$ cat config.mk
export PLATFORM = sky130hd
export DESIGN_NAME = accel_magnitude_step_counter_flat
export DESIGN_NICKNAME = d
export VERILOG_FILES = /design/src/sv/amsc_pkg.sv /design/src/sv/amsc_if.sv /design/src/sv/amsc_ctrl.sv /design/src/sv/amsc_dp.sv /design/src/sv/accel_magnitude_step_counter.sv /design/src/flat_wrapper.sv
export SDC_FILE = /design/constraint.sdc
export NUM_CORES = 1
export LEC_CHECK = 0
export BUFFER_PORTS_ARGS = -buffer_cell sky130_fd_sc_hd__buf_4
export CORE_MARGIN = 2
export CORE_UTILIZATION = 48
export CTS_BUF_LIST = sky130_fd_sc_hd__clkbuf_16
export CTS_CLUSTER_DIAMETER = 100
export DETAILED_ROUTE_END_ITERATION = 10
export HOLD_SLACK_MARGIN = 0.03
export PLACE_DENSITY = 0.65
export SYNTH_ARGS = -nofsm -noshare
export SYNTH_HDL_FRONTEND = slang
export SYNTH_SLANG_ARGS = --single-unit
$ cat constraint.sdc
create_clock -name clock -period 20.7 [get_ports clock]
set_input_delay 3.105 -clock clock [delete_from_list [all_inputs] [get_ports clock]]
set_output_delay 3.105 -clock clock [all_outputs]
set_load 0.02 [all_outputs]
$ cat src/sv/amsc_pkg.sv
// shared constants, types and state codes for the magnitude step counter
`timescale 1ns / 1ps

package amsc_pkg;

   localparam int AXIS_BITS_DEF  = 13;
   localparam int FRAC_BITS_DEF  = 4;
   localparam int COUNT_BITS_DEF = 16;

   localparam int THRESH_BITS  = 13;
   localparam int AVG_BITS     = 17;
   localparam int MAG_OUT_BITS = 13;
   localparam int CNT_OUT_BITS = 16;

   localparam logic [THRESH_BITS-1:0] THRESH_RESET = 13'd1000;

   localparam int NUM_AXES = 3;
   localparam int SEL_BITS = 2;

   localparam logic [SEL_BITS-1:0] SEL_X = 2'd0;
   localparam logic [SEL_BITS-1:0] SEL_Y = 2'd1;
   localparam logic [SEL_BITS-1:0] SEL_Z = 2'd2;

   typedef enum logic [1:0] {
      ST_IDLE,
      ST_SQUARE,
      ST_ROOT,
      ST_UPDATE
   } amsc_state_type;

   typedef struct packed {
      logic                load;
      logic                sq_en;
      logic                sq_first;
      logic                sq_last;
      logic [SEL_BITS-1:0] sel;
      logic                root_step;
      logic                update;
   } amsc_cmd_type;

endpackage

$ cat src/sv/amsc_if.sv
// request, response and register write channel interfaces
`timescale 1ns / 1ps

interface amsc_req_if #(
   parameter int AXIS_BITS = amsc_pkg::AXIS_BITS_DEF
);
   logic                        valid;
   logic                        ready;
   logic signed [AXIS_BITS-1:0] accel_x;
   logic signed [AXIS_BITS-1:0] accel_y;
   logic signed [AXIS_BITS-1:0] accel_z;

   modport source (output valid, output accel_x, output accel_y, output accel_z, input ready);
   modport sink (input valid, input accel_x, input accel_y, input accel_z, output ready);
endinterface

interface amsc_rsp_if;
   logic                              valid;
   logic                              ready;
   logic [amsc_pkg::MAG_OUT_BITS-1:0] magnitude;
   logic [amsc_pkg::MAG_OUT_BITS-1:0] average_level;
   logic [amsc_pkg::CNT_OUT_BITS-1:0] step_count;

   modport source (output valid, output magnitude, output average_level, output step_count,
                   input ready);
   modport sink (input valid, input magnitude, input average_level, input step_count,
                 output ready);
endinterface

interface amsc_csr_if;
   logic                             valid;
   logic                             ready;
   logic [amsc_pkg::THRESH_BITS-1:0] step_threshold;

   modport source (output valid, output step_threshold, input ready);
   modport sink (input valid, input step_threshold, output ready);
endinterface

$ cat src/sv/amsc_ctrl.sv
// sequencing state machine for square, root and update phases
`timescale 1ns / 1ps

module amsc_ctrl #(
   parameter int AXIS_BITS = amsc_pkg::AXIS_BITS_DEF,
   parameter int FRAC_BITS = amsc_pkg::FRAC_BITS_DEF
) (
   input  logic                   clock,
   input  logic                   reset,
   input  logic                   req_valid,
   output logic                   req_ready,
   output logic                   rsp_valid,
   input  logic                   rsp_ready,
   output amsc_pkg::amsc_cmd_type cmd
);

   localparam int ROOT_W = AXIS_BITS + FRAC_BITS + 1;
   localparam int CNT_W  = $clog2(ROOT_W);

   amsc_pkg::amsc_state_type state_ff, state_in;
   logic [CNT_W-1:0]         cnt_ff, cnt_in;
   logic                     out_valid_ff, out_valid_in;

   always_ff @(posedge clock) begin
      if (reset) begin
         state_ff     <= amsc_pkg::ST_IDLE;
         cnt_ff       <= '0;
         out_valid_ff <= 1'b0;
      end else begin
         state_ff     <= state_in;
         cnt_ff       <= cnt_in;
         out_valid_ff <= out_valid_in;
      end
   end

   always_comb begin
      state_in      = state_ff;
      cnt_in        = cnt_ff;
      req_ready     = 1'b0;
      cmd           = '0;
      cmd.sel       = cnt_ff[amsc_pkg::SEL_BITS-1:0];
      case (state_ff)
         amsc_pkg::ST_IDLE: begin
            req_ready = 1'b1;
            if (req_valid) begin
               cmd.load = 1'b1;
               cnt_in   = '0;
               state_in = amsc_pkg::ST_SQUARE;
            end
         end
         amsc_pkg::ST_SQUARE: begin
            cmd.sq_en    = 1'b1;
            cmd.sq_first = (cnt_ff == '0);
            cmd.sq_last  = (cnt_ff == CNT_W'(amsc_pkg::NUM_AXES - 1));
            if (cmd.sq_last) begin
               cnt_in   = '0;
               state_in = amsc_pkg::ST_ROOT;
            end else begin
               cnt_in = cnt_ff + 1'b1;
            end
         end
         amsc_pkg::ST_ROOT: begin
            cmd.root_step = 1'b1;
            if (cnt_ff == CNT_W'(ROOT_W - 1)) begin
               cnt_in   = '0;
               state_in = amsc_pkg::ST_UPDATE;
            end else begin
               cnt_in = cnt_ff + 1'b1;
            end
         end
         amsc_pkg::ST_UPDATE: begin
            if (!out_valid_ff || rsp_ready) begin
               cmd.update = 1'b1;
               state_in   = amsc_pkg::ST_IDLE;
            end
         end
         default: begin
            state_in = amsc_pkg::ST_IDLE;
         end
      endcase
   end

   always_comb begin
      if (cmd.update) begin
         out_valid_in = 1'b1;
      end else if (rsp_ready) begin
         out_valid_in = 1'b0;
      end else begin
         out_valid_in = out_valid_ff;
      end
   end

   assign rsp_valid = out_valid_ff;

endmodule

$ cat src/sv/amsc_dp.sv
// datapath: shared squarer, bit-serial square root, average and step counter
`timescale 1ns / 1ps

module amsc_dp #(
   parameter int AXIS_BITS  = amsc_pkg::AXIS_BITS_DEF,
   parameter int FRAC_BITS  = amsc_pkg::FRAC_BITS_DEF,
   parameter int COUNT_BITS = amsc_pkg::COUNT_BITS_DEF
) (
   input  logic                                clock,
   input  logic                                reset,
   input  amsc_pkg::amsc_cmd_type              cmd,
   input  logic signed [AXIS_BITS-1:0]         accel_x,
   input  logic signed [AXIS_BITS-1:0]         accel_y,
   input  logic signed [AXIS_BITS-1:0]         accel_z,
   input  logic                                csr_write,
   input  logic [amsc_pkg::THRESH_BITS-1:0]    csr_data,
   output logic [amsc_pkg::MAG_OUT_BITS-1:0]   magnitude,
   output logic [amsc_pkg::MAG_OUT_BITS-1:0]   average_level,
   output logic [amsc_pkg::CNT_OUT_BITS-1:0]   step_count
);

   localparam int SQ_W   = 2 * AXIS_BITS + 1;
   localparam int ROOT_W = AXIS_BITS + FRAC_BITS + 1;
   localparam int RAD_W  = 2 * ROOT_W;
   localparam int REM_W  = ROOT_W + 2;
   localparam int AVG_W  = amsc_pkg::AVG_BITS;
   localparam int SUM_W  = ((ROOT_W > AVG_W) ? ROOT_W : AVG_W) + 1;
   localparam int THR_W  = amsc_pkg::THRESH_BITS + FRAC_BITS;
   localparam int CMP_W  = (THR_W > AVG_W) ? THR_W : AVG_W;

   logic [AXIS_BITS-1:0]             ax_ff, ay_ff, az_ff;
   logic [AXIS_BITS-1:0]             op;
   logic [2*AXIS_BITS-1:0]           sq;
   logic [SQ_W-1:0]                  acc_ff, acc_in, acc_sum;
   logic [RAD_W-1:0]                 rad_ff, rad_in;
   logic [REM_W-1:0]                 rem_ff, rem_in, rem_sh, trial, diff;
   logic                             ge;
   logic [ROOT_W-1:0]                root_ff, root_in;
   logic [amsc_pkg::THRESH_BITS-1:0] thresh_ff;
   logic [AVG_W-1:0]                 avg_ff, avg_in;
   logic                             above_ff, above_in;
   logic [COUNT_BITS-1:0]            total_ff, total_in;
   logic [SUM_W-1:0]                 sum;
   logic [CMP_W-1:0]                 avg_cmp, thr_cmp;
   logic [amsc_pkg::MAG_OUT_BITS-1:0] mag_out_ff, avg_out_ff;
   logic [amsc_pkg::CNT_OUT_BITS-1:0] cnt_out_ff;

   function automatic logic [AXIS_BITS-1:0] abs_axis(input logic [AXIS_BITS-1:0] v);
      abs_axis = v[AXIS_BITS-1] ? (~v + 1'b1) : v;
   endfunction

   always_ff @(posedge clock) begin
      if (cmd.load) begin
         ax_ff <= abs_axis($unsigned(accel_x));
         ay_ff <= abs_axis($unsigned(accel_y));
         az_ff <= abs_axis($unsigned(accel_z));
      end
   end

   // shared squarer, one axis per cycle
   always_comb begin
      case (cmd.sel)
         amsc_pkg::SEL_X: op = ax_ff;
         amsc_pkg::SEL_Y: op = ay_ff;
         amsc_pkg::SEL_Z: op = az_ff;
         default:         op = az_ff;
      endcase
   end

   assign sq      = op * op;
   assign acc_sum = cmd.sq_first ? SQ_W'(sq) : acc_ff + SQ_W'(sq);
   assign acc_in  = cmd.sq_en ? acc_sum : acc_ff;

   // restoring root, one result bit per cycle
   assign rem_sh = {rem_ff[ROOT_W-1:0], rad_ff[RAD_W-1 -: 2]};
   assign trial  = {root_ff, 2'b01};
   assign ge     = (rem_sh >= trial);
   assign diff   = rem_sh - trial;

   always_comb begin
      rad_in  = rad_ff;
      rem_in  = rem_ff;
      root_in = root_ff;
      if (cmd.sq_last) begin
         rad_in  = RAD_W'(acc_sum) << (2 * FRAC_BITS);
         rem_in  = '0;
         root_in = '0;
      end else if (cmd.root_step) begin
         rad_in  = rad_ff << 2;
         rem_in  = ge ? diff : rem_sh;
         root_in = {root_ff[ROOT_W-2:0], ge};
      end
   end

   always_ff @(posedge clock) begin
      acc_ff  <= acc_in;
      rad_ff  <= rad_in;
      rem_ff  <= rem_in;
      root_ff <= root_in;
   end

   // average and threshold detector
   assign sum     = SUM_W'(avg_ff) + SUM_W'(root_ff);
   assign avg_in  = AVG_W'(sum >> 1);
   assign avg_cmp = CMP_W'(avg_in);
   assign thr_cmp = CMP_W'(thresh_ff) << FRAC_BITS;

   always_comb begin
      above_in = above_ff;
      total_in = total_ff;
      if ((avg_cmp > thr_cmp) && !above_ff) begin
         above_in = 1'b1;
         if (total_ff != '1) begin
            total_in = total_ff + 1'b1;
         end
      end else if (avg_cmp < thr_cmp) begin
         above_in = 1'b0;
      end
   end

   always_ff @(posedge clock) begin
      if (reset) begin
         thresh_ff <= amsc_pkg::THRESH_RESET;
         avg_ff    <= '0;
         above_ff  <= 1'b0;
         total_ff  <= '0;
      end else begin
         if (csr_write) begin
            thresh_ff <= csr_data;
         end
         if (cmd.update) begin
            avg_ff   <= avg_in;
            above_ff <= above_in;
            total_ff <= total_in;
         end
      end
   end

   always_ff @(posedge clock) begin
      if (cmd.update) begin
         mag_out_ff <= amsc_pkg::MAG_OUT_BITS'(root_ff >> FRAC_BITS);
         avg_out_ff <= amsc_pkg::MAG_OUT_BITS'(avg_in >> FRAC_BITS);
         cnt_out_ff <= amsc_pkg::CNT_OUT_BITS'(total_in);
      end
   end

   assign magnitude     = mag_out_ff;
   assign average_level = avg_out_ff;
   assign step_count    = cnt_out_ff;

endmodule

$ cat src/sv/accel_magnitude_step_counter.sv
// top level of the accelerometer magnitude step counter
`timescale 1ns / 1ps

// Usage: each request on req_chan carries one x/y/z sample in milli-g. The block
// squares the three axes on one shared multiplier, takes the floor square root
// with FRAC_BITS fractional bits one result bit per cycle, then updates the
// halving average, the armed flag and the saturating step count.
// A request is taken only in the idle state, so a new request is not accepted
// until the previous one has passed its update step.
// rsp_chan is an output register: the next request is accepted while a
// result still waits; if it is still not taken when the next one is done,
// the block holds in its update step until rsp_chan.ready.
// csr_chan writes step_threshold at any handshake and is always ready;
// write it only while no request is in flight.
// Reset (synchronous, active high) clears the average, the count and the
// armed flag, drops rsp_chan.valid and sets the threshold to 1000.

module accel_magnitude_step_counter #(
   parameter int AXIS_BITS  = amsc_pkg::AXIS_BITS_DEF,
   parameter int FRAC_BITS  = amsc_pkg::FRAC_BITS_DEF,
   parameter int COUNT_BITS = amsc_pkg::COUNT_BITS_DEF
) (
   input logic         clock,
   input logic         reset,
   amsc_req_if.sink    req_chan,
   amsc_rsp_if.source  rsp_chan,
   amsc_csr_if.sink    csr_chan
);

   amsc_pkg::amsc_cmd_type cmd;

   assign csr_chan.ready = 1'b1;

   amsc_ctrl #(
      .AXIS_BITS (AXIS_BITS),
      .FRAC_BITS (FRAC_BITS)
   ) u_ctrl (
      .clock     (clock),
      .reset     (reset),
      .req_valid (req_chan.valid),
      .req_ready (req_chan.ready),
      .rsp_valid (rsp_chan.valid),
      .rsp_ready (rsp_chan.ready),
      .cmd       (cmd)
   );

   amsc_dp #(
      .AXIS_BITS  (AXIS_BITS),
      .FRAC_BITS  (FRAC_BITS),
      .COUNT_BITS (COUNT_BITS)
   ) u_dp (
      .clock         (clock),
      .reset         (reset),
      .cmd           (cmd),
      .accel_x       (req_chan.accel_x),
      .accel_y       (req_chan.accel_y),
      .accel_z       (req_chan.accel_z),
      .csr_write     (csr_chan.valid && csr_chan.ready),
      .csr_data      (csr_chan.step_threshold),
      .magnitude     (rsp_chan.magnitude),
      .average_level (rsp_chan.average_level),
      .step_count    (rsp_chan.step_count)
   );

   // one request in flight at a time
   a_busy_after_accept : assert property (@(posedge clock) disable iff (reset)
      (req_chan.valid && req_chan.ready) |=> !req_chan.ready)
      else $error("request taken while busy");

   // a fresh result only appears after the update step
   a_result_after_update : assert property (@(posedge clock) disable iff (reset)
      $rose(rsp_chan.valid) |-> $past(!req_chan.ready))
      else $error("result appeared outside update");

   a_reset_clears_valid : assert property (@(posedge clock)
      reset |=> !rsp_chan.valid)
      else $error("result valid after reset");

endmodule
$ cat src/flat_wrapper.sv
// flat-port wrapper written by rule: the top's interface ports become plain ports
module accel_magnitude_step_counter_flat 
#(
   parameter int AXIS_BITS  = amsc_pkg::AXIS_BITS_DEF,
   parameter int FRAC_BITS  = amsc_pkg::FRAC_BITS_DEF,
   parameter int COUNT_BITS = amsc_pkg::COUNT_BITS_DEF
)
  (clock, reset, req_chan_valid, req_chan_accel_x, req_chan_accel_y, req_chan_accel_z, req_chan_ready, rsp_chan_valid, rsp_chan_magnitude, rsp_chan_average_level, rsp_chan_step_count, rsp_chan_ready, csr_chan_valid, csr_chan_step_threshold, csr_chan_ready);
  amsc_req_if #(.AXIS_BITS(AXIS_BITS)) req_chan_i ();
  amsc_rsp_if rsp_chan_i ();
  amsc_csr_if csr_chan_i ();
  input logic clock;
  input logic reset;
  input wire logic [$bits(req_chan_i.valid)-1:0] req_chan_valid;
  input wire logic [$bits(req_chan_i.accel_x)-1:0] req_chan_accel_x;
  input wire logic [$bits(req_chan_i.accel_y)-1:0] req_chan_accel_y;
  input wire logic [$bits(req_chan_i.accel_z)-1:0] req_chan_accel_z;
  output wire logic [$bits(req_chan_i.ready)-1:0] req_chan_ready;
  output wire logic [$bits(rsp_chan_i.valid)-1:0] rsp_chan_valid;
  output wire logic [$bits(rsp_chan_i.magnitude)-1:0] rsp_chan_magnitude;
  output wire logic [$bits(rsp_chan_i.average_level)-1:0] rsp_chan_average_level;
  output wire logic [$bits(rsp_chan_i.step_count)-1:0] rsp_chan_step_count;
  input wire logic [$bits(rsp_chan_i.ready)-1:0] rsp_chan_ready;
  input wire logic [$bits(csr_chan_i.valid)-1:0] csr_chan_valid;
  input wire logic [$bits(csr_chan_i.step_threshold)-1:0] csr_chan_step_threshold;
  output wire logic [$bits(csr_chan_i.ready)-1:0] csr_chan_ready;
  assign req_chan_i.valid = req_chan_valid;
  assign req_chan_i.accel_x = req_chan_accel_x;
  assign req_chan_i.accel_y = req_chan_accel_y;
  assign req_chan_i.accel_z = req_chan_accel_z;
  assign req_chan_ready = req_chan_i.ready;
  assign rsp_chan_valid = rsp_chan_i.valid;
  assign rsp_chan_magnitude = rsp_chan_i.magnitude;
  assign rsp_chan_average_level = rsp_chan_i.average_level;
  assign rsp_chan_step_count = rsp_chan_i.step_count;
  assign rsp_chan_i.ready = rsp_chan_ready;
  assign csr_chan_i.valid = csr_chan_valid;
  assign csr_chan_i.step_threshold = csr_chan_step_threshold;
  assign csr_chan_ready = csr_chan_i.ready;
  accel_magnitude_step_counter #(.AXIS_BITS(AXIS_BITS), .FRAC_BITS(FRAC_BITS), .COUNT_BITS(COUNT_BITS)) u_core (.clock(clock), .reset(reset), .req_chan(req_chan_i), .rsp_chan(rsp_chan_i), .csr_chan(csr_chan_i));
endmodule
==> results.yml, run 1 <==
die:
  die_width_um: 195
  start_util_pct: 48.9
  die-area_um2: 38000
  die_y_um: 195
  coreArea_um2: 35700
  row_count: 69
  io_pins: 102
sta:
  tns_ns: 0
  slew-limit-headroom_pct: 35.1
  fmax_ghz: 0.108
  rsz0062_at_grt: "false"
  hold_violations: 0
  period_share_pct: 44.5
  fin_crit_ns: 9.22
  finalSetupViolations: 0
  worstMarginPinSlew_ns: 0.969
  skew_ns: 0.0198
  maxSlewViolCount: 0
logic_synthesis:
  synth-async-reset-ratio_pct: 0
  syn-num-nets: 2183
  ys_warn_count: 0
  syn_inst: 1870
  synth_edf_count: 135
  yosys.area.top_type: "edfxtp_1"
  synth_area_leaders: "edfxtp_1 23%, ha_1 11%, fa_1 11%"
  yosysSeqAreaShare_pct: 33.7
  synth-main-ff-cell: "edfxtp_1"
  synth_top_area_share_pct: 23.2
  post_synth_instance_area_um2: 17500
  ys_ff_latch: 227
  ys_types: 79
  synth.avg_cell_area_um2: 9.35
clock_network:
  path_clk_slew_ns: 0.06
  cts_tree: "yes"
  cts.repair.resized: 0
  ctsLongestPathBuffers: 3
  cts.sinks: 227
  ctsHtreeMaxLevel: 1
  cts-buffers-inserted: 27
  postCtsHoldBufs: 0
  cts_setup_buffers: 0
  insertion_delay_ns: 0.56
  root_buffer: "clkbuf_16"
route:
  drt_iter0_markers: 876
  via_per_inst: 5.41
  drc: 0
  vias: 13100
  wire_per_inst_um: 16.1
  ant_nets: 0
  dr.pass1.iters: 5
  routed_wirelength_um: 39200
placed_design:
  portBuffers: 100
  dp_hpwl_um: 29500
  gp_congestion: 0.897
cells_and_area:
  fin_nets: 2262
  drive_above_1_share_pct: 9.64
  antenna_cells: 0
  syn_to_final_growth_pct: 11.5
grt:
  grt_max_degree: 64
  grt_antenna_before_repair: 0
  track_usage_pct: 21.1
  overflow: 0
  grt_pass1_wl_um: 65800
  grt_pass1_vias: 13300
worst_hold_path:
  hold_class: "reg -> reg"
run_status:
  outcome: "finished, final reports clean"
setup_path:
  crit_path_top_delay_cell: "nor2_1"
  crit_required_ns: 21.00
  arrival_ns: 9.52
  cp_slowest_stage_delay_ns: 0.81
  crit_path_start_kind: "flop"
  critPathCaptureType: "flop"
  cp_max_fo: 17
  path_class: "reg -> reg"
flow_run:
  cap_violations: 0
registers in the layout, indices dropped and copies added, names as in the netlist, 2 cells and up:
signal,flops
u_core.u_ctrl.state_ff,2
u_core.u_dp.az_ff,13
u_core.u_dp.root_ff,18
u_core.u_ctrl.cnt_ff,5
u_core.u_dp.ax_ff,13
u_core.u_dp.acc_ff,27
u_core.u_dp.avg_ff,17
u_core.u_dp.total_ff,16
u_core.u_dp.magnitude,13
u_core.u_dp.step_count,16
u_core.u_dp.rem_ff,18
u_core.u_dp.ay_ff,13
u_core.u_dp.average_level,13
u_core.u_dp.rad_ff,28
u_core.u_dp.thresh_ff,13
cells in the final DEF (no fill, tap or decap), drive strengths merged, types with 7 or more instances in the layout:
master	n
nand3	26
xor2	35
edfxtp	135
xnor2	95
ha	159
nor4	7
nand4	13
dfxtp	92
o21a	20
a21oi	110
and3	18
buf	109
clkbuf	27
o21bai	8
clkinv	19
a22o	14
o31ai	17
nor3	36
mux2	20
nor2b	13
o21ai	71
a21o	37
nand2	209
fa	97
mux2i	38
a211oi	14
nor2	171
inv	239
nand2b	15
o211ai	9
or3	8
a31oi	13
path summary, 6_finish.rpt:
| kind | startpoint | endpoint | slack [ns] | depth (start not counted) |
|---|---|---|---|---|
| setup / recovery | u_core.u_ctrl.cnt_ff[0] | u_core.u_dp.rad_ff[31] | 11.48 | 32 |
| hold / removal | u_core.u_dp.avg_ff[4] | u_core.u_dp.avg_ff[4] | 0.46 | 2 |
| setup reg to reg | u_core.u_ctrl.cnt_ff[0] | u_core.u_dp.rad_ff[31] | 11.48 | 32 |
| hold reg to reg | u_core.u_dp.avg_ff[4] | u_core.u_dp.avg_ff[4] | 0.46 | 2 |
per-layer routing:
metal / track usage [%] / part of all wire, %
met5: 0 / 0
met4: 4.81 / 2.0
met3: 3.11 / 4.4
met2: 34.8 / 45
met1: 29.4 / 48
critical path: cells and delay by family (launching register included):
kind,cells,cell delay [ns]
buf+inv,6,0.71
fa+ha+maj,8,3.28
mux,2,0.53
compound gates,10,2.02
flops,1,0.42
xor+xnor,2,0.32
simple gates,4,1.67
final cells by class:
type	count	area (um2)
multi-input cells	1347	10500
clock buffers	27	676
inverters	237	890
fillers	3269	16200
repair buffers	109	818
clock inverters	23	171
flip-flops and latches	227	5900
well taps	461	577
synth_stat cells (37+ instances only):
master	count
clkbuf_1	48
a21o_1	37
edfxtp_1	135
inv_1	233
nand2_1	209
xnor2_1	95
mux2i_1	38
fa_1	97
o21ai_0	61
ha_1	159
a21oi_1	109
dfxtp_1	92
nor2_1	171
logic make-up after synthesis:
logic type               Yosys count  share of synthesized area [%]
AO/OA/AOI/OAI                    357                           13.4
other                              1                         0.0214
AND/OR/NAND/NOR                  545                           14.0
buffers and inverters            296                           6.45
adder cells (fa/ha/maj)          256                           22.5
XOR/XNOR                         130                           6.51
flip-flops                       227                           33.7
multiplexers                      58                           3.51
stage by stage:
| stage | utilization, % | area [um2] | worst slack (ns) | hold WS, ns | std cells |
|---|---|---|---|---|---|
| final | 54.6 | 19500 | 11.48 | 0.458 | 2431 |
| after global routing | 54.6 | 19500 | 10.85 | 0.481 | 2431 |
| after CTS | 54.6 | 19500 | 11.52 | 0.461 | 2431 |
| after detailed placement | 52.2 | 18700 | 11.55 | 0.453 | 2381 |
| after global placement | 52.2 | 18700 | 11.75 | 0.445 | 2381 |
| after floorplan | - | 17500 | 12.38 | 0.436 | 1870 |
Power of run 1 is not shown: default switching activity piles up to over one toggle a cycle in this logic, so the estimate is an artifact.
==> run 2: changes to the inputs <==
==> constraint.sdc (replaced) <==
create_clock -name clock -period 8.9 [get_ports clock]
set_input_delay 1.335 -clock clock [delete_from_list [all_inputs] [get_ports clock]]
set_output_delay 1.335 -clock clock [all_outputs]
set_load 0.02 [all_outputs]
==> run 2 against run 1 <==
Against the previous run: die area unchanged; cell count increased by 0.66%; maximum frequency rose by 10%; critical path type unchanged; largest cell class unchanged.
==> results.yml, run 2 (same netlist as run 1, synthesis figures left out) <==
grt:
  track_usage_pct: 21.4
  grt_max_degree: 65
  grt_pass1_wl_um: 67000
  grt_antenna_before_repair: 0
  grt_pass1_vias: 13500
  overflow: 0
route:
  drc: 0
  ant_nets: 0
  vias: 13300
  wire_per_inst_um: 16.3
  drt_iter0_markers: 792
  via_per_inst: 5.45
  dr.pass1.iters: 7
  routed_wirelength_um: 40000
placed_design:
  dp_hpwl_um: 29900
  portBuffers: 100
  gp_congestion: 0.917
  dpl_cell_area_um2: 18800
sta:
  fin_hold_ws_ns: 0.458
  fmax_ghz: 0.120
  skew_ns: 0.0362
  worstMarginPinSlew_ns: 1.00
  hold_violations: 0
  period_share_pct: 93.9
  maxSlewViolCount: 0
  tns_ns: 0
  slew-limit-headroom_pct: 33.0
  finalSetupViolations: 0
  fin_crit_ns: 8.35
  rsz0062_at_grt: "false"
setup_path:
  r2r_end: "u_core.u_dp.rad_ff[33]"
  r2r_slack_ns: 0.55
  crit_family: "adder cells"
  critPathCaptureType: "flop"
  crit_path_start_kind: "flop"
  r2r_start: "u_core.u_ctrl.cnt_ff[1]"
  arrival_ns: 8.65
  reg2reg_depth: 33
  path_class: "reg -> reg"
  cp_slowest_stage_delay_ns: 0.54
  critPathBufInv: 7
  cp_max_fo: 12
  crit_required_ns: 9.19
  crit_path_top_delay_cell: "fa_1"
cells_and_area:
  area.sequential_um2: 5900
  drive_above_1_share_pct: 10.8
  design_area_um2: 19600
  final_cell_mix: "237 x inv_1, 209 x nand2_1, 170 x nor2_1, 157 x ha_1, 135 x edfxtp_1"
  syn_to_final_growth_pct: 12.2
  layout_commonest_cell: "inv_1"
  top_regs: "u_core.u_dp.rad_ff x28, u_core.u_dp.acc_ff x27"
  regMostFlops: "u_core.u_dp.rad_ff"
  fin_nets: 2279
  fill_cells: 3261
  multi_input_area_um2: 10500
  antenna_cells: 0
  post-route-util_pct: 54.9
  largest_reg_flops: 28
clock_network:
  postCtsHoldBufs: 0
  root_buffer: "clkbuf_16"
  insertion_delay_ns: 0.57
  path_clk_slew_ns: 0.06
  ctsLongestPathBuffers: 3
  cts_tree: "yes"
  cts.sinks: 227
  ctsHtreeMaxLevel: 1
  cts-buffers-inserted: 26
die:
  io_pins: 102
  die_y_um: 195
  row_count: 69
  die_width_um: 195
  die-area_um2: 38000
  start_util_pct: 48.9
  coreArea_um2: 35700
worst_hold_path:
  hold_depth: 2
  holdPathEnd: "u_core.u_dp.avg_ff[2]"
  holdCritStartpoint: "u_core.u_dp.avg_ff[2]"
  hold_class: "reg -> reg"
run_status:
  outcome: "finished, final reports clean"
flow_run:
  cap_violations: 0
run 2: cell types whose count changed in the layout (fill, tap and decap cells not counted), moves of 2 or more:
cell	previous run	this run
buf_4	109	127
clkinv_1	9	4
bufinv_16	2	0
inv_2	2	6
clkinv_2	9	6
a21oi_1	109	107
run 2: final cells by class:
| type | count | share of cell area [%] |
|---|---|---|
| tap | 461 | 2.94 |
| timing repair buffer | 127 | 4.86 |
| inverter | 237 | 4.55 |
| sequential | 227 | 30.1 |
| clock buffer | 27 | 3.44 |
| clock inverter | 21 | 0.638 |
| multi-input combinational | 1347 | 53.5 |
run 2: worst max path at each step:
stage	startpoint	endpoint	slack, ns	cells past startpoint
CTS	u_core.u_ctrl.cnt_ff[0]	u_core.u_dp.rad_ff[31]	0.19	32
global route	u_core.u_ctrl.cnt_ff[0]	u_core.u_dp.rad_ff[33]	0.06	32
floorplan	u_core.u_ctrl.cnt_ff[0]	u_core.u_dp.rad_ff[31]	0.58	36
detailed placement	u_core.u_ctrl.cnt_ff[0]	u_core.u_dp.rad_ff[31]	0.23	30
finish	u_core.u_ctrl.cnt_ff[1]	u_core.u_dp.rad_ff[33]	0.55	33
global placement	u_core.u_ctrl.cnt_ff[0]	u_core.u_dp.rad_ff[31]	0.38	32
run 2: repair_timing:
action / CTS / global route
resized for setup: 0 / 9
setup endpoints to repair: 0 / 14
setup buffers: 0 / 2
run 2: per-stage QoR:
stage / setup WS (ns) / std cells
6_report: 0.546 / 2447
2_1_floorplan: 0.578 / 1870
3_5_place_dp: 0.231 / 2397
3_3_place_gp: 0.383 / 2397
4_1_cts: 0.193 / 2445
5_1_grt: 0.0552 / 2447
run 2: metal layers:
metal  global-route usage, %  vias up  wire length (um)
li1                        -     6574                 -
met1                    29.1     6466             19000
met2                    36.0      240             18500
met3                    3.40       62              1720
met4                    4.92        0               751
met5                       0        -                 0
run 2: worst min-delay path: stages, from the launching register on:
cell and delay [ns]:
dfxtp_1 0.31, nand2_1 0.05, a21oi_1 0.05
Power of run 2 is left out for the same reason.
==> run 3: changes to the inputs <==
--- a/config.mk
+++ b/config.mk
@@ -5,10 +5,11 @@
 export SDC_FILE = /design/constraint.sdc
 export NUM_CORES = 1
 export LEC_CHECK = 0
+export ABC_AREA = 1
 export BUFFER_PORTS_ARGS = -buffer_cell sky130_fd_sc_hd__buf_4
 export CORE_MARGIN = 2
 export CORE_UTILIZATION = 48
-export CTS_BUF_LIST = sky130_fd_sc_hd__clkbuf_16
+export CTS_BUF_LIST = sky130_fd_sc_hd__clkbuf_2
 export CTS_CLUSTER_DIAMETER = 100
 export DETAILED_ROUTE_END_ITERATION = 10
 export HOLD_SLACK_MARGIN = 0.03
==> run 3 against run 2 <==
Against the previous run: first-iteration DRC count increased by 54%; clock-buffer cell count up 69; global-route usage increased by 3.9 points; worst hold slack better by 0.010 ns; sequential cell count is the same; via count increased by 26%; cell area grew 7.5%; critical path type unchanged.
==> results.yml, run 3 <==
run_status:
  outcome: "finished, final reports clean"
sta:
  tns_ns: 0
  fin_crit_ns: 8.24
  fmax_ghz: 0.121
  period_share_pct: 92.6
  hold_violations: 0
  skew_ns: 0.0848
  rsz0062_at_grt: "false"
  worstMarginPinSlew_ns: 0.964
  finalSetupViolations: 0
  slew-limit-headroom_pct: 35.7
  maxSlewViolCount: 0
setup_path:
  crit_required_ns: 9.61
  reg2reg_depth: 34
  cp_slowest_stage_delay_ns: 0.54
  critPathCaptureType: "flop"
  arrival_ns: 8.95
  path_class: "reg -> reg"
  cp_max_fo: 15
  crit_path_start_kind: "flop"
  crit_top_cell: "nand2_1"
  crit_path_top_delay_cell: "fa_1"
die:
  start_util_pct: 48.5
  die-area_um2: 41800
  coreArea_um2: 39700
  row_count: 73
  io_pins: 102
  die_y_um: 204
  die_width_um: 204
cells_and_area:
  largest_reg_flops: 28
  top_regs: "u_core.u_dp.rad_ff x28, u_core.u_dp.acc_ff x27"
  fill_cells: 3929
  layout_commonest_cell: "nand2_1"
  fin_nets: 3007
  drive_above_1_share_pct: 9.34
  regMostFlops: "u_core.u_dp.rad_ff"
  final_cell_mix: "692 x nand2_1, 499 x inv_1, 164 x nor2_1, 159 x ha_1, 151 x nand3_1"
  syn_to_final_growth_pct: 9.37
route:
  via_per_inst: 5.16
  ant_nets: 0
  drc: 0
  vias: 16900
  routed_wirelength_um: 51100
  dr.pass1.iters: 6
  wire_per_inst_um: 15.6
  drt_iter0_markers: 1220
logic_synthesis:
  ys_warn_count: 0
  ys_types: 52
  syn-num-nets: 2887
  syn_inst: 2574
  yosysMostFrequentCell: "nand2_1"
  synth_edf_count: 135
  ys_top_cells_by_count: "692 x nand2_1, 500 x inv_1, 164 x nor2_1"
  synth-main-ff-cell: "edfxtp_1"
  synth.avg_cell_area_um2: 7.49
  synth-async-reset-ratio_pct: 0
  synth_area_leaders: "edfxtp_1 21%, nand2_1 13%, ha_1 10%"
  post_synth_instance_area_um2: 19300
  ys_ff_latch: 227
  synth_top_area_share_pct: 21.0
  yosys.area.top_type: "edfxtp_1"
  yosysSeqAreaShare_pct: 30.6
grt:
  grt_pass1_wl_um: 84500
  grt_pass1_vias: 16600
  overflow: 0
  track_usage_pct: 25.4
  grt_antenna_before_repair: 2
  grt_max_degree: 73
clock_network:
  cts-buffers-inserted: 66
  cts.repair.resized: 0
  insertion_delay_ns: 1.01
  ctsLongestPathBuffers: 3
  cts.sinks: 227
  path_clk_slew_ns: 0.10
  cts_tree: "yes"
  postCtsHoldBufs: 0
  root_buffer: "clkbuf_2"
  cts_setup_buffers: 0
  ctsHtreeMaxLevel: 3
flow_run:
  cap_violations: 0
placed_design:
  portBuffers: 100
  gp_congestion: 0.952
  dp_hpwl_um: 39300
worst_hold_path:
  hold_class: "reg -> reg"
  hold_depth: 2
==> run 3: cell count changes after synthesis, sizes merged, moves of 30 or more <==
cell   change
nand2    +492
nand3    +128
mux2i     -38
inv      +271
o21ai     +32
a21o      -33
xnor2     -71
nand4     +30
==> run 3: kinds of logic after synthesis <==
| logic type | count (synthesis) | synth area share [%] |
|---|---|---|
| flip-flops | 227 | 30.6 |
| other | 1 | 0.0194 |
| AND/OR/NAND/NOR | 1157 | 25.5 |
| XOR/XNOR | 74 | 3.40 |
| AO/OA/AOI/OAI | 297 | 8.73 |
| multiplexers | 2 | 0.117 |
| buffers and inverters | 560 | 11.3 |
| adder cells (fa/ha/maj) | 256 | 20.4 |
==> run 3: path summary, 6_finish.rpt <==
check	from	to	slack, ns
setup / recovery	u_core.u_ctrl.cnt_ff[0]	u_core.u_dp.rad_ff[26]	0.66
hold / removal	u_core.u_dp.thresh_ff[12]	u_core.u_dp.thresh_ff[12]	0.47
setup reg to reg	u_core.u_ctrl.cnt_ff[0]	u_core.u_dp.rad_ff[26]	0.66
hold reg to reg	u_core.u_dp.thresh_ff[12]	u_core.u_dp.thresh_ff[12]	0.47
==> run 3: area by class of cell <==
class / instances / area, um2 / share of cell area, %
Clock buffer: 96 / 480 / 2.28
Tap cell: 525 / 657 / 3.11
Antenna cell: 3 / 7.51 / 0.0356
Multi-Input combinational cell: 1787 / 11200 / 53.2
Inverter: 504 / 1890 / 8.97
Timing Repair Buffer: 108 / 811 / 3.84
Sequential cell: 227 / 5900 / 27.9
Clock inverter: 20 / 134 / 0.635
==> run 3: routing by layer <==
layer  vias to the layer above  GRT usage [%]  share of wire (%)
li1                       8459              -                  -
met4                         0           7.17                1.9
met3                        69           5.04                6.0
met1                      7901           35.0                 47
met2                       437           40.4                 45
met5                         -              0                  0
==> run 3: metrics by stage <==
stage          util [%]  hold WS (ns)  area, um2  cells  setup slack [ns]
2_1_floorplan         -         0.423      19300   2574              1.93
3_3_place_gp       51.5         0.453      20500   3151             0.708
3_5_place_dp       51.5         0.456      20500   3151             0.711
4_1_cts            53.1         0.427      21100   3267             0.670
5_1_grt            53.1         0.429      21100   3270            0.0778
6_report           53.1         0.468      21100   3270             0.656
==> run 3: critical path, delay by kind of cell (launching register included) <==
kind | cells | cell delay [ns]
simple gates | 16 | 2.11
compound gates | 3 | 0.79
flops | 1 | 0.36
buf+inv | 7 | 0.96
fa+ha+maj | 8 | 3.79
Power of run 3 is left out for the same reason.
